## src/rtl/csma_pkg.sv

```systemverilog
// shared types, constants and helpers of the csma/ca backoff controller
package csma_pkg;

    localparam int COUNT_WIDTH_DEF = 20;

    localparam int CW_MIN_W   = 10;
    localparam int LIMIT_W    = 4;
    localparam int STAGE_W    = 4;
    localparam int RETRY_W    = 5;
    localparam int DIFS_W     = 4;
    localparam int RAND_W     = 16;
    localparam int PHASE_W    = 2;
    localparam int APB_DATA_W = 32;
    localparam int APB_ADDR_W = 4;

    localparam logic [CW_MIN_W-1:0] CW_MIN_RESET        = 10'd16;
    localparam logic [LIMIT_W-1:0]  RETRY_LIMIT_RESET   = 4'd7;
    localparam logic [LIMIT_W-1:0]  BACKOFF_LIMIT_RESET = 4'd6;
    localparam logic [DIFS_W-1:0]   DIFS_SLOTS_RESET    = 4'd5;

    // register indexes, byte address is 4 * index
    localparam logic [1:0] REG_CW_MIN        = 2'd0;
    localparam logic [1:0] REG_RETRY_LIMIT   = 2'd1;
    localparam logic [1:0] REG_BACKOFF_LIMIT = 2'd2;
    localparam logic [1:0] REG_DIFS_SLOTS    = 2'd3;

    // phase codes as seen on the result beat
    localparam logic [PHASE_W-1:0] PHASE_CODE_IDLE    = 2'd0;
    localparam logic [PHASE_W-1:0] PHASE_CODE_DIFS    = 2'd1;
    localparam logic [PHASE_W-1:0] PHASE_CODE_BACKOFF = 2'd2;
    localparam logic [PHASE_W-1:0] PHASE_CODE_TX      = 2'd3;

    typedef enum logic [3:0] {
        PH_IDLE    = 4'b0001,
        PH_DIFS    = 4'b0010,
        PH_BACKOFF = 4'b0100,
        PH_TX      = 4'b1000
    } phase_t;

    typedef struct packed {
        logic [CW_MIN_W-1:0] cw_min;
        logic [LIMIT_W-1:0]  retry_limit;
        logic [LIMIT_W-1:0]  backoff_limit;
        logic [DIFS_W-1:0]   difs_slots;
    } cfg_t;

    typedef struct packed {
        logic              channel_busy;
        logic              packet_pending;
        logic              collision_seen;
        logic [RAND_W-1:0] rand_value;
    } item_t;

    typedef struct packed {
        logic transmit_now;
        logic packet_sent;
        logic packet_dropped;
    } events_t;

    function automatic logic [PHASE_W-1:0] phase_code(phase_t ph);
        logic [PHASE_W-1:0] code;
        unique case (ph)
            PH_IDLE:    code = PHASE_CODE_IDLE;
            PH_DIFS:    code = PHASE_CODE_DIFS;
            PH_BACKOFF: code = PHASE_CODE_BACKOFF;
            PH_TX:      code = PHASE_CODE_TX;
            default:    code = PHASE_CODE_IDLE;
        endcase
        return code;
    endfunction

endpackage

```

## src/rtl/csma_cfg_regs.sv

```systemverilog
// apb configuration registers of the csma/ca backoff controller
module csma_cfg_regs (
    input  logic                                clk,
    input  logic                                rst_n,
    input  logic                                psel,
    input  logic                                penable,
    input  logic                                pwrite,
    input  logic [csma_pkg::APB_ADDR_W-1:0]     paddr,
    input  logic [csma_pkg::APB_DATA_W-1:0]     pwdata,
    output logic [csma_pkg::APB_DATA_W-1:0]     prdata,
    output logic                                pready,
    output csma_pkg::cfg_t                      cfg
);

    csma_pkg::cfg_t cfg_reg;
    logic           wr_en;
    logic [1:0]     reg_index;

    assign pready    = 1'b1;
    assign wr_en     = psel && penable && pwrite && pready;
    assign reg_index = paddr[3:2];
    assign cfg       = cfg_reg;

    always_ff @(posedge clk or negedge rst_n)
    begin
        if (!rst_n)
        begin
            cfg_reg.cw_min        <= csma_pkg::CW_MIN_RESET;
            cfg_reg.retry_limit   <= csma_pkg::RETRY_LIMIT_RESET;
            cfg_reg.backoff_limit <= csma_pkg::BACKOFF_LIMIT_RESET;
            cfg_reg.difs_slots    <= csma_pkg::DIFS_SLOTS_RESET;
        end
        else if (wr_en)
        begin
            unique case (reg_index)
                csma_pkg::REG_CW_MIN:
                    cfg_reg.cw_min <= pwdata[csma_pkg::CW_MIN_W-1:0];
                csma_pkg::REG_RETRY_LIMIT:
                    cfg_reg.retry_limit <= pwdata[csma_pkg::LIMIT_W-1:0];
                csma_pkg::REG_BACKOFF_LIMIT:
                    cfg_reg.backoff_limit <= pwdata[csma_pkg::LIMIT_W-1:0];
                csma_pkg::REG_DIFS_SLOTS:
                    cfg_reg.difs_slots <= pwdata[csma_pkg::DIFS_W-1:0];
                default:
                    cfg_reg <= cfg_reg;
            endcase
        end
    end

    always_comb
    begin
        unique case (reg_index)
            csma_pkg::REG_CW_MIN:
                prdata = csma_pkg::APB_DATA_W'(cfg_reg.cw_min);
            csma_pkg::REG_RETRY_LIMIT:
                prdata = csma_pkg::APB_DATA_W'(cfg_reg.retry_limit);
            csma_pkg::REG_BACKOFF_LIMIT:
                prdata = csma_pkg::APB_DATA_W'(cfg_reg.backoff_limit);
            csma_pkg::REG_DIFS_SLOTS:
                prdata = csma_pkg::APB_DATA_W'(cfg_reg.difs_slots);
            default:
                prdata = '0;
        endcase
    end

endmodule

```

## src/rtl/csma_draw.sv

```systemverilog
// backoff count draw: 1 + ((w - 1) * rand) >> 16 with w = cw_min << stage
module csma_draw #(
    parameter int COUNT_WIDTH = csma_pkg::COUNT_WIDTH_DEF
) (
    input  logic [csma_pkg::CW_MIN_W-1:0] cw_min,
    input  logic [csma_pkg::STAGE_W-1:0]  stage,
    input  logic [csma_pkg::RAND_W-1:0]   rand_value,
    output logic [COUNT_WIDTH-1:0]        draw_count
);

    localparam int ShiftW = csma_pkg::CW_MIN_W + (2 ** csma_pkg::STAGE_W) - 1;
    localparam int WideW  = (COUNT_WIDTH > ShiftW) ? COUNT_WIDTH : ShiftW;
    localparam int ProdW  = COUNT_WIDTH + csma_pkg::RAND_W;
    localparam logic [WideW-1:0] CountMax = WideW'({COUNT_WIDTH{1'b1}});

    logic [WideW-1:0]       w_wide;
    logic [COUNT_WIDTH-1:0] w;
    logic [COUNT_WIDTH-1:0] w_less;
    logic [ProdW-1:0]       prod;

    assign w_wide = WideW'(cw_min) << stage;
    // window saturates at the largest count the counter can hold
    assign w      = (w_wide > CountMax) ? CountMax[COUNT_WIDTH-1:0]
                                        : w_wide[COUNT_WIDTH-1:0];
    assign w_less = w - COUNT_WIDTH'(1);
    assign prod   = ProdW'(w_less) * ProdW'(rand_value);

    assign draw_count = (w < COUNT_WIDTH'(2)) ? COUNT_WIDTH'(1)
                      : prod[ProdW-1:csma_pkg::RAND_W] + COUNT_WIDTH'(1);

endmodule

```

## src/rtl/csma_access_fsm.sv

```systemverilog
// station access state machine: idle, difs, backoff and transmit slot
module csma_access_fsm #(
    parameter int COUNT_WIDTH = csma_pkg::COUNT_WIDTH_DEF
) (
    input  logic                           clk,
    input  logic                           rst_n,
    input  logic                           step,
    input  csma_pkg::item_t                item,
    input  csma_pkg::cfg_t                 cfg,
    output csma_pkg::events_t              events,
    output logic [csma_pkg::PHASE_W-1:0]   phase_now,
    output logic [COUNT_WIDTH-1:0]         backoff_left,
    output logic [csma_pkg::STAGE_W-1:0]   stage_now,
    output logic [csma_pkg::RETRY_W-1:0]   retries_now
);

    csma_pkg::phase_t               phase_reg, phase_next;
    logic [csma_pkg::DIFS_W-1:0]    difs_reg, difs_next, difs_inc;
    logic [COUNT_WIDTH-1:0]         count_reg, count_next;
    logic                           armed_reg, armed_next;
    logic [csma_pkg::STAGE_W-1:0]   stage_reg, stage_next;
    logic [csma_pkg::RETRY_W-1:0]   retry_reg, retry_next, retry_inc;
    logic [csma_pkg::STAGE_W:0]     stage_inc;
    logic [COUNT_WIDTH-1:0]         draw_count;

    csma_draw #(
        .COUNT_WIDTH (COUNT_WIDTH)
    ) u_draw (
        .cw_min     (cfg.cw_min),
        .stage      (stage_reg),
        .rand_value (item.rand_value),
        .draw_count (draw_count)
    );

    assign difs_inc  = difs_reg + csma_pkg::DIFS_W'(1);
    assign retry_inc = retry_reg + csma_pkg::RETRY_W'(1);
    assign stage_inc = {1'b0, stage_reg} + (csma_pkg::STAGE_W + 1)'(1);

    always_comb
    begin
        phase_next = phase_reg;
        difs_next  = difs_reg;
        count_next = count_reg;
        armed_next = armed_reg;
        stage_next = stage_reg;
        retry_next = retry_reg;
        events     = '0;
        unique case (phase_reg)
            csma_pkg::PH_IDLE:
            begin
                if (item.packet_pending)
                begin
                    phase_next = csma_pkg::PH_DIFS;
                    difs_next  = '0;
                end
            end
            csma_pkg::PH_DIFS:
            begin
                if (item.channel_busy)
                begin
                    difs_next = '0;
                end
                else
                begin
                    difs_next = difs_inc;
                    if (difs_inc >= cfg.difs_slots)
                    begin
                        difs_next  = '0;
                        // a frozen count from an earlier busy slot is kept
                        if (!armed_reg)
                        begin
                            count_next = draw_count;
                            armed_next = 1'b1;
                        end
                        phase_next = csma_pkg::PH_BACKOFF;
                    end
                end
            end
            csma_pkg::PH_BACKOFF:
            begin
                if (count_reg == '0)
                begin
                    phase_next = csma_pkg::PH_TX;
                end
                else if (item.channel_busy)
                begin
                    phase_next = csma_pkg::PH_DIFS;
                    difs_next  = '0;
                end
                else
                begin
                    count_next = count_reg - COUNT_WIDTH'(1);
                    if (count_reg == COUNT_WIDTH'(1))
                    begin
                        phase_next = csma_pkg::PH_TX;
                    end
                end
            end
            csma_pkg::PH_TX:
            begin
                events.transmit_now = 1'b1;
                armed_next = 1'b0;
                count_next = '0;
                if (item.collision_seen)
                begin
                    retry_next = retry_inc;
                    stage_next = (stage_inc > {1'b0, cfg.backoff_limit}) ?
                                 cfg.backoff_limit : stage_inc[csma_pkg::STAGE_W-1:0];
                    if (retry_inc > {1'b0, cfg.retry_limit})
                    begin
                        events.packet_dropped = 1'b1;
                        retry_next = '0;
                        stage_next = '0;
                    end
                end
                else
                begin
                    events.packet_sent = 1'b1;
                    retry_next = '0;
                    stage_next = '0;
                end
                phase_next = csma_pkg::PH_IDLE;
                difs_next  = '0;
            end
            default:
            begin
                phase_next = csma_pkg::PH_IDLE;
            end
        endcase
    end

    always_ff @(posedge clk or negedge rst_n)
    begin
        if (!rst_n)
        begin
            phase_reg <= csma_pkg::PH_IDLE;
            difs_reg  <= '0;
            count_reg <= '0;
            armed_reg <= 1'b0;
            stage_reg <= '0;
            retry_reg <= '0;
        end
        else if (step)
        begin
            phase_reg <= phase_next;
            difs_reg  <= difs_next;
            count_reg <= count_next;
            armed_reg <= armed_next;
            stage_reg <= stage_next;
            retry_reg <= retry_next;
        end
    end

    // result fields carry the state after this slot's update
    assign phase_now    = csma_pkg::phase_code(phase_next);
    assign backoff_left = count_next;
    assign stage_now    = stage_next;
    assign retries_now  = retry_next;

    a_idle_clean: assert property (@(posedge clk) disable iff (!rst_n)
        (phase_reg == csma_pkg::PH_IDLE) |-> (!armed_reg && count_reg == '0))
        else $error("idle phase with a backoff still armed");

    a_armed_in_access: assert property (@(posedge clk) disable iff (!rst_n)
        (phase_reg == csma_pkg::PH_BACKOFF || phase_reg == csma_pkg::PH_TX) |-> armed_reg)
        else $error("backoff or transmit phase without an armed count");

    a_tx_returns_idle: assert property (@(posedge clk) disable iff (!rst_n)
        (step && phase_reg == csma_pkg::PH_TX) |=> (phase_reg == csma_pkg::PH_IDLE))
        else $error("transmit slot did not return to idle");

    a_event_consistent: assert property (@(posedge clk) disable iff (!rst_n)
        (events.packet_sent || events.packet_dropped) |->
        (events.transmit_now && !(events.packet_sent && events.packet_dropped)))
        else $error("sent or dropped outside a single transmit attempt");

endmodule

```

## src/rtl/csma_ca_backoff_controller.sv

```systemverilog
// top level of the csma/ca backoff controller: stream ports and slot register stages
//
// One input beat is one slot tick and gives exactly one result beat. Beats are
// taken in every cycle that the result side does not stall: a slot beat lands
// in the input register, then the access state machine and the backoff draw
// (one multiplier of COUNT_WIDTH by 16 bits) update the station state and load
// the result register once it is free; the rate is one beat per cycle while the
// result side keeps taking beats. A stall on the result side holds both registers
// and is passed back through s_tready. The user must write configuration through
// the apb port only while no slot is in flight; the block does not enforce this.
module csma_ca_backoff_controller #(
    parameter int COUNT_WIDTH = csma_pkg::COUNT_WIDTH_DEF
) (
    input  logic                                clk,
    input  logic                                rst_n,
    // apb configuration port
    input  logic                                psel,
    input  logic                                penable,
    input  logic                                pwrite,
    input  logic [csma_pkg::APB_ADDR_W-1:0]     paddr,
    input  logic [csma_pkg::APB_DATA_W-1:0]     pwdata,
    output logic [csma_pkg::APB_DATA_W-1:0]     prdata,
    output logic                                pready,
    // slot beats in
    input  logic                                s_tvalid,
    output logic                                s_tready,
    // channel_busy, packet_pending, collision_seen, rand_value[15:0]
    input  logic [23:0]                         s_tdata,
    // result beats out
    output logic                                m_tvalid,
    input  logic                                m_tready,
    // transmit_now, packet_sent, packet_dropped, phase_now[1:0],
    // backoff_left[COUNT_WIDTH-1:0], stage_now[3:0], retries_now[4:0]
    output logic [((COUNT_WIDTH + 14 + 7) / 8) * 8 - 1:0] m_tdata
);

    localparam int OutBits  = COUNT_WIDTH + 14;
    localparam int OutWidth = ((OutBits + 7) / 8) * 8;

    csma_pkg::cfg_t                 cfg;
    csma_pkg::item_t                item_reg;
    logic                           in_valid_reg;
    logic                           out_valid_reg;
    logic [OutWidth-1:0]            out_data_reg;
    logic                           step;
    csma_pkg::events_t              events;
    logic [csma_pkg::PHASE_W-1:0]   phase_now;
    logic [COUNT_WIDTH-1:0]         backoff_left;
    logic [csma_pkg::STAGE_W-1:0]   stage_now;
    logic [csma_pkg::RETRY_W-1:0]   retries_now;

    csma_cfg_regs u_cfg (
        .clk     (clk),
        .rst_n   (rst_n),
        .psel    (psel),
        .penable (penable),
        .pwrite  (pwrite),
        .paddr   (paddr),
        .pwdata  (pwdata),
        .prdata  (prdata),
        .pready  (pready),
        .cfg     (cfg)
    );

    // a held slot moves on when the result register is free or being emptied
    assign step     = in_valid_reg && (!out_valid_reg || m_tready);
    assign s_tready = !in_valid_reg || step;

    always_ff @(posedge clk or negedge rst_n)
    begin
        if (!rst_n)
        begin
            in_valid_reg <= 1'b0;
        end
        else if (s_tready)
        begin
            in_valid_reg <= s_tvalid;
        end
    end

    always_ff @(posedge clk)
    begin
        if (s_tready && s_tvalid)
        begin
            item_reg.channel_busy   <= s_tdata[0];
            item_reg.packet_pending <= s_tdata[1];
            item_reg.collision_seen <= s_tdata[2];
            item_reg.rand_value     <= s_tdata[18:3];
        end
    end

    csma_access_fsm #(
        .COUNT_WIDTH (COUNT_WIDTH)
    ) u_fsm (
        .clk          (clk),
        .rst_n        (rst_n),
        .step         (step),
        .item         (item_reg),
        .cfg          (cfg),
        .events       (events),
        .phase_now    (phase_now),
        .backoff_left (backoff_left),
        .stage_now    (stage_now),
        .retries_now  (retries_now)
    );

    always_ff @(posedge clk or negedge rst_n)
    begin
        if (!rst_n)
        begin
            out_valid_reg <= 1'b0;
        end
        else if (step)
        begin
            out_valid_reg <= 1'b1;
        end
        else if (m_tready)
        begin
            out_valid_reg <= 1'b0;
        end
    end

    always_ff @(posedge clk)
    begin
        if (step)
        begin
            out_data_reg <= OutWidth'({retries_now, stage_now, backoff_left, phase_now,
                                       events.packet_dropped, events.packet_sent,
                                       events.transmit_now});
        end
    end

    assign m_tvalid = out_valid_reg;
    assign m_tdata  = out_data_reg;

endmodule

```

## config.mk

```make
export PLATFORM = sky130hd
export DESIGN_NAME = csma_ca_backoff_controller
export DESIGN_NICKNAME = d
export VERILOG_FILES = /design/src/rtl/csma_pkg.sv /design/src/rtl/csma_cfg_regs.sv /design/src/rtl/csma_draw.sv /design/src/rtl/csma_access_fsm.sv /design/src/rtl/csma_ca_backoff_controller.sv
export SDC_FILE = /design/constraint.sdc
export NUM_CORES = 1
export LEC_CHECK = 0
export BUFFER_PORTS_ARGS = -buffer_cell sky130_fd_sc_hd__buf_4
export CAP_MARGIN = 20
export CORE_MARGIN = 2
export CORE_UTILIZATION = 45
export CTS_CLUSTER_DIAMETER = 200
export DETAILED_ROUTE_END_ITERATION = 7
export GPL_TIMING_DRIVEN = 0
export HOLD_SLACK_MARGIN = 0.1
export PLACE_DENSITY = 0.75
export SLEW_MARGIN = 15
export SYNTH_ARGS = -nofsm -noshare
export SYNTH_HDL_FRONTEND = slang
export SYNTH_SLANG_ARGS = --single-unit
```

## constraint.sdc

```tcl
create_clock -name clk -period 9.95 [get_ports clk]
set_input_delay 0.4975 -clock clk [delete_from_list [all_inputs] [get_ports clk]]
set_output_delay 0.4975 -clock clk [all_outputs]
set_load 0.02 [all_outputs]
```

==> results of run 1 <==
==> per-stage QoR <==
stage          hold WS [ns]  setup WS [ns]  cell area (µm²)  TNS (ns)  util [%]
5_1_grt               0.198         -0.389            22200     -4.92      54.7
4_1_cts               0.154        0.00733            21600         0      53.2
3_5_place_dp          0.495          -1.96            19900    -54.05      48.9
3_3_place_gp          0.468          -1.97            19800    -53.61      48.8
6_report              0.143         -0.121            22200    -0.436      54.7
2_1_floorplan         0.202         0.0219            18600         0         -
==> synth_stat cells (14+ instances only) <==
master,number
mux2_2,27
nor2_1,117
clkbuf_1,83
o21ai_0,70
xor2_1,22
nand4_1,14
a21oi_1,73
nand2b_1,18
nand2_1,272
dfrtp_1,53
nor2b_1,18
ha_1,124
nand3_1,39
and2_1,157
xnor2_1,27
buf_4,31
edfxtp_1,53
fa_1,249
nor3_1,23
a31oi_1,17
inv_1,303
==> cells in the final DEF (no fill, tap or decap), drive strengths merged, types with 13 or more instances in the layout <==
cell    instances
edfxtp         53
dfrtp          53
o21ai          83
and2          157
xor2           23
nor2          119
a31oi          18
conb           29
a21oi          76
nand2b         18
buf           224
mux2           28
nor2b          18
nor3           26
inv           312
ha            124
clkbuf         92
mux2i          13
nand4          14
fa            249
xnor2          27
nand2         273
nand3          39
==> worst paths after layout <==
| kind | from | end | slack [ns] | cells after the start |
|---|---|---|---|---|
| worst max register to register | u_fsm.stage_reg[1]$_DFFE_PN0P_ | m_tdata[24]$_DFFE_PP_ | -0.12 | 37 |
| max in group asynchronous | rst_n | u_fsm.stage_reg[0]$_DFFE_PN0P_ | 9.16 | 1 |
| worst min-delay path | rst_n | u_fsm.count_reg[12]$_DFFE_PN0P_ | 0.14 | 1 |
| min in group clk | s_tdata[11] | item_reg[8]$_DFFE_PP_ | 0.22 | 1 |
| worst max-delay path | u_fsm.stage_reg[1]$_DFFE_PN0P_ | m_tdata[24]$_DFFE_PP_ | -0.12 | 37 |
| worst min register to register | u_fsm.difs_reg[3]$_DFFE_PN0P_ | u_fsm.difs_reg[3]$_DFFE_PN0P_ | 0.51 | 2 |
==> routing by layer <==
metal | vias up | global-route usage [%] | share of wire, %
met1 | 7936 | 33.9 | 40
met4 | 0 | 11.0 | 4.7
li1 | 7166 | - | -
met3 | 198 | 4.19 | 7.4
met2 | 771 | 42.8 | 48
met5 | - | 0 | 0
==> cell type report <==
cell class,count,area [µm²],area share [%]
inverter,306,1150,5.16
sequential,115,3160,14.2
tap,532,666,2.99
buffer,122,756,3.40
multi-input combinational,1555,14500,65.3
timing repair buffer,176,1390,6.26
clock buffer,18,439,1.97
clock inverter,14,168,0.754
==> cell families (layout without fill, tap and decap cells) <==
kind of cell    Yosys count  after routing  share of synthesized area [%]
buf+inv                 433            636                           9.61
mux                      51             51                           3.72
flops                   115            115                           17.1
fa+ha+maj               373            373                           35.4
xor+xnor                 50             50                           2.41
compound gates          318            318                           11.7
simple gates            734            734                           20.0
other cells               2             29                         0.0407
==> worst reg2reg max path: cells and delay by family (launching register included) <==
| kind | cells | cell delay (ns) |
|---|---|---|
| flip-flops | 1 | 0.39 |
| adder cells (fa/ha/maj) | 7 | 3.52 |
| XOR/XNOR | 2 | 0.35 |
| buffers and inverters | 8 | 0.86 |
| AO/OA/AOI/OAI | 7 | 1.67 |
| AND/OR/NAND/NOR | 12 | 2.71 |
| multiplexers | 1 | 0.32 |
==> what timing repair did <==
item | 4_1_cts | 5_1_grt
gates cloned | 1 | 0
endpoints found under the setup margin | 40 | 32
endpoints found under the hold margin | 0 | 0
gates resized for setup | 147 | 93
pin swaps | 55 | 78
setup buffers | 56 | 35
==> flow_summary.toml, run 1 <==
[detailed_routing]
finalWirelength_um = 55300
initialDrtViolationCount = 1838
detailroute.via_count = 16071
post_drt_via_cell_ratio = 5.66
routedWlPerCell_um = 19.5
first_pass_iters = 6
antenna_left = 0
remaining_drc_errors = 0

[synthesis]
synth_edf_count = 53
synth-seq-area-share_pct = 17.1
synth-main-ff-cell = "edfxtp_1"
synth_largest_area_cell = "fa_1"
syn-mean-instance-area_um2 = 8.89
ys_async_sr_fraction_pct = 53.9
synth_cells = 2076
synth.top_cells.by_area = "fa_1, edfxtp_1, ha_1, dfrtp_1, inv_1"
synth.distinct_cells = 102
yosys_warnings = 0
synthesis.area_um2 = 18500
yosys.area.top_type_share_pct = 27.0
yosys_register_bits = 115

[cells_and_area]
finalNetCount = 2733
synthToLayoutAreaGrowth_pct = 20.5
num-fill-cells = 3446
number_of_flip_flops_in_the_largest_register = 34
drive_gt1_share_pct = 20.3
instances_no_fill = 2838
num_antenna_cells = 0

[placement]
io_buffer_count = 81
numPlacedInstances = 2719
gpl.final_weighted_congestion = 0.963
hpwl_um = 40800

[floorplan]
top_level_ports = 142
die_h_um = 207
rows = 74
dieArea_um2 = 42600
floorplan.core_area_um2 = 40600
effective_utilization_at_floorplan_pct = 45.4
die_w_um = 207

[cts]
clkSlewWorstSetupHoldPaths_ns = 0.06
tritoncts = "yes"
clock_sink_count = 115
cts_max_level = 4
clk-insertion-delay-late_ns = 0.45
ctsHoldBuffers = 0
clock_tree.buffer_depth = 2
numCtsBuffers = 17
cts_root_buffer = "clkbuf_16"

[critical_path]
endpoint_kind = "flip-flop"
critical_path.slowest_cell = "fa_1"
critical-path-top-cell-by-count = "fa_1"
cp_startpoint_kind = "flip-flop"
critical-path-top-delay-family = "adder cells"
timing.critical_path.required_ns = 10.14
setup_crit_path_kind = "flip-flop to flip-flop"
timing.critical_path.slowest_cell_delay_ns = 0.57
timing.critical_path.fanout_max = 7
critical_path.n_buffers_inverters = 8
timing.critical_path.arrival_ns = 10.26

[sta]
final_period_minus_worst_setup_slack_ns = 10.07
timing.clock.skew_ns = 0.0161
final_report_setup_violation_count = 8
setup_repair_after_global_routing_missed_its_margin = "yes"
clock.fmax_ghz = 0.0993
timing.final.crit_share_pct = 101
finalHoldViolations = 0
relSlewSlack_pct = 35.7
report.final.slew_viol_count = 0
timing_worst_slew_pin_value_ns = 0.952
final_setup_slack_of_the_worst_path_ns = -0.121

[worst_hold_path]
worst_hold_path_type = "primary input to asynchronous set/reset pin"

[global_routing]
grt.overflow.total = 0
antenna_found_initial = 1
first_pass_grt_wire_length_um = 86000
vias_in_the_first_global_route = 16391
grt_max_degree = 63
grt_usage_pct = 26.0

[status]
failed_checks = "negative setup slack"
outcome = "complete, but fails checks"

[run]
cap_violations = 0
Power of run 1 is left out: the tool's default activity adds up to more than one toggle a clock period on the data nets, which glitch-free logic cannot reach.
==> run 2, diff against run 1 <==
--- a/config.mk
+++ b/config.mk
@@ -9,11 +9,12 @@
 export CAP_MARGIN = 20
 export CORE_MARGIN = 2
 export CORE_UTILIZATION = 45
+export CTS_BUF_LIST = sky130_fd_sc_hd__clkbuf_2 sky130_fd_sc_hd__clkbuf_4 sky130_fd_sc_hd__clkbuf_8
 export CTS_CLUSTER_DIAMETER = 200
 export DETAILED_ROUTE_END_ITERATION = 7
 export GPL_TIMING_DRIVEN = 0
 export HOLD_SLACK_MARGIN = 0.1
-export PLACE_DENSITY = 0.75
+export PLACE_DENSITY_LB_ADDON = 0.15
 export SLEW_MARGIN = 15
 export SYNTH_ARGS = -nofsm -noshare
 export SYNTH_HDL_FRONTEND = slang
==> run 2 against run 1 <==
  * Routed wire length is 0.58% lower
  * Register-to-register slack better by 0.24 ns
  * Design area is 1.2% higher
  * Final cell count is 1.2% higher
  * Die area stayed put
  * First-iteration DRC count is 40% lower
  * The run now ends clean
==> flow_summary.toml, run 2 (same netlist as run 1, synthesis figures left out) <==
[status]
outcome = "finished clean"

[critical_path]
timing.critical_path.arrival_ns = 10.10
cp_startpoint_kind = "flip-flop"
endpoint_kind = "flip-flop"
timing.critical_path.slowest_cell_delay_ns = 0.55
timing.critical_path.required_ns = 10.22
critical-path-top-delay-family = "adder cells"
regToRegSetupSlack_ns = 0.12
timing.critical_path.fanout_max = 6
critical_path.slowest_cell = "fa_2"
critical_path.n_buffers_inverters = 9
setup_crit_path_kind = "flip-flop to flip-flop"
critical-path-top-cell-by-count = "fa_1"

[detailed_routing]
antenna_left = 0
finalWirelength_um = 55000
post_drt_via_cell_ratio = 5.42
detailroute.via_count = 15562
initialDrtViolationCount = 1102
remaining_drc_errors = 0
routedWlPerCell_um = 19.1
first_pass_iters = 6

[global_routing]
first_pass_grt_wire_length_um = 88700
antenna_found_initial = 0
grt.overflow.total = 0
vias_in_the_first_global_route = 16253
grt_max_degree = 63
grt_usage_pct = 27.2

[sta]
timing.final.crit_share_pct = 98.8
timing.clock.skew_ns = 0.0209
clock.fmax_ghz = 0.102
final_setup_slack_of_the_worst_path_ns = 0.119
timing_worst_slew_pin_value_ns = 1.18
setup_repair_after_global_routing_missed_its_margin = "yes"
finalHoldViolations = 0
final_report_setup_violation_count = 0
final_period_minus_worst_setup_slack_ns = 9.83
report.final.slew_viol_count = 0
relSlewSlack_pct = 20.6

[floorplan]
floorplan.core_area_um2 = 40600
rows = 74
die_w_um = 207
dieArea_um2 = 42600
top_level_ports = 142
die_h_um = 207
effective_utilization_at_floorplan_pct = 45.4

[cells_and_area]
most-common-layout-cells = "inv_1, nand2_1, fa_1"
number_of_flip_flops_in_the_largest_register = 34
synthToLayoutAreaGrowth_pct = 22.0
num_antenna_cells = 0
most_common_cell_after_layout_fill_and_taps_aside = "inv_1"
finalNetCount = 2767
drive_gt1_share_pct = 21.2

[placement]
io_buffer_count = 81
hpwl_um = 42300
gpl.final_weighted_congestion = 0.936
post-place-ws_ns = -2.18

[cts]
clock_sink_count = 115
cts_root_buffer = "clkbuf_8"
tritoncts = "yes"
numCtsBuffers = 17
clock_tree.buffer_depth = 2
clk-insertion-delay-late_ns = 0.54
clkSlewWorstSetupHoldPaths_ns = 0.08
cts_max_level = 4

[worst_hold_path]
worst_hold_path_type = "primary input to flip-flop"

[run]
cap_violations = 0
## run 2: changes by cell type in the layout (fill, tap and decap cells not counted), moves of 4 or more
| cell | delta |
|---|---|
| ha_4 | +4 |
| buf_4 | +8 |
| fa_2 | +5 |
| clkbuf_8 | +19 |
| o21ai_1 | -4 |
| clkbuf_16 | -17 |
| dlygate4sd3_1 | +21 |
| fa_1 | -5 |
| inv_1 | -10 |
| inv_2 | +9 |
| buf_12 | +4 |
## run 2: stage by stage
step	cell area [µm²]	setup TNS, ns	hold slack (ns)	utilization, %	cells
6_report	22500	0	0.193	55.4	2872
2_1_floorplan	18600	0	0.202	-	2103
4_1_cts	21800	0	0.144	53.6	2838
5_1_grt	22500	-0.924	0.182	55.4	2872
3_3_place_gp	19800	-58.46	0.471	48.8	2716
3_5_place_dp	19900	-59.47	0.492	48.9	2718
## run 2: timing repair
action                                  CTS  global route
endpoints found under the setup margin   40            30
buffers inserted                         71            34
gates resized for setup                 158           114
hold endpoints to repair                 73             0
pin swaps                                67            84
hold buffers                             21             0
cloned                                    0             0
## run 2: routing by layer
| metal | track usage [%] | share of wire [%] | vias to the layer above |
|---|---|---|---|
| met3 | 5.38 | 5.0 | 91 |
| met2 | 46.4 | 49 | 452 |
| li1 | - | - | 7237 |
| met4 | 9.44 | 3.1 | 0 |
| met1 | 34.5 | 43 | 7782 |
| met5 | 0 | 0 | - |
## run 2: area by class of cell
| type | instances | area, µm² |
|---|---|---|
| Fill cell | 3717 | 18100 |
| Multi-Input combinational cell | 1555 | 14600 |
| Sequential cell | 115 | 3160 |
| Timing Repair Buffer | 209 | 1760 |
| Inverter | 306 | 1150 |
| Buffer | 123 | 797 |
| Tap cell | 532 | 666 |
| Clock buffer | 18 | 241 |
| Clock inverter | 14 | 145 |
## run 2: worst paths after layout
kind                                                start                        endpoint  cells past startpoint
setup / recovery           u_fsm.stage_reg[1]$_DFFE_PN0P_           m_tdata[24]$_DFFE_PP_                     38
hold / removal                                  pwdata[5]       u_cfg.cfg[17]$_DFFE_PN0P_                      2
setup reg to reg           u_fsm.stage_reg[1]$_DFFE_PN0P_           m_tdata[24]$_DFFE_PP_                     38
hold reg to reg                  in_valid_reg$_DFFE_PN0N_            m_tvalid$_DFFE_PN0P_                      1
max in group asynchronous                           rst_n  u_fsm.stage_reg[0]$_DFFE_PN0P_                      2
min in group asynchronous                           rst_n  u_fsm.retry_reg[4]$_DFFE_PN0P_                      2
## run 2: worst reg2reg max path, delay by kind of cell (launching register included)
kind	cells	cell delay, ns
fa+ha+maj	7	3.24
simple gates	9	2.14
buf+inv	9	1.06
flops	1	0.39
mux	1	0.32
xor+xnor	2	0.41
compound gates	10	1.99
Power of run 2 is left out for the same reason.
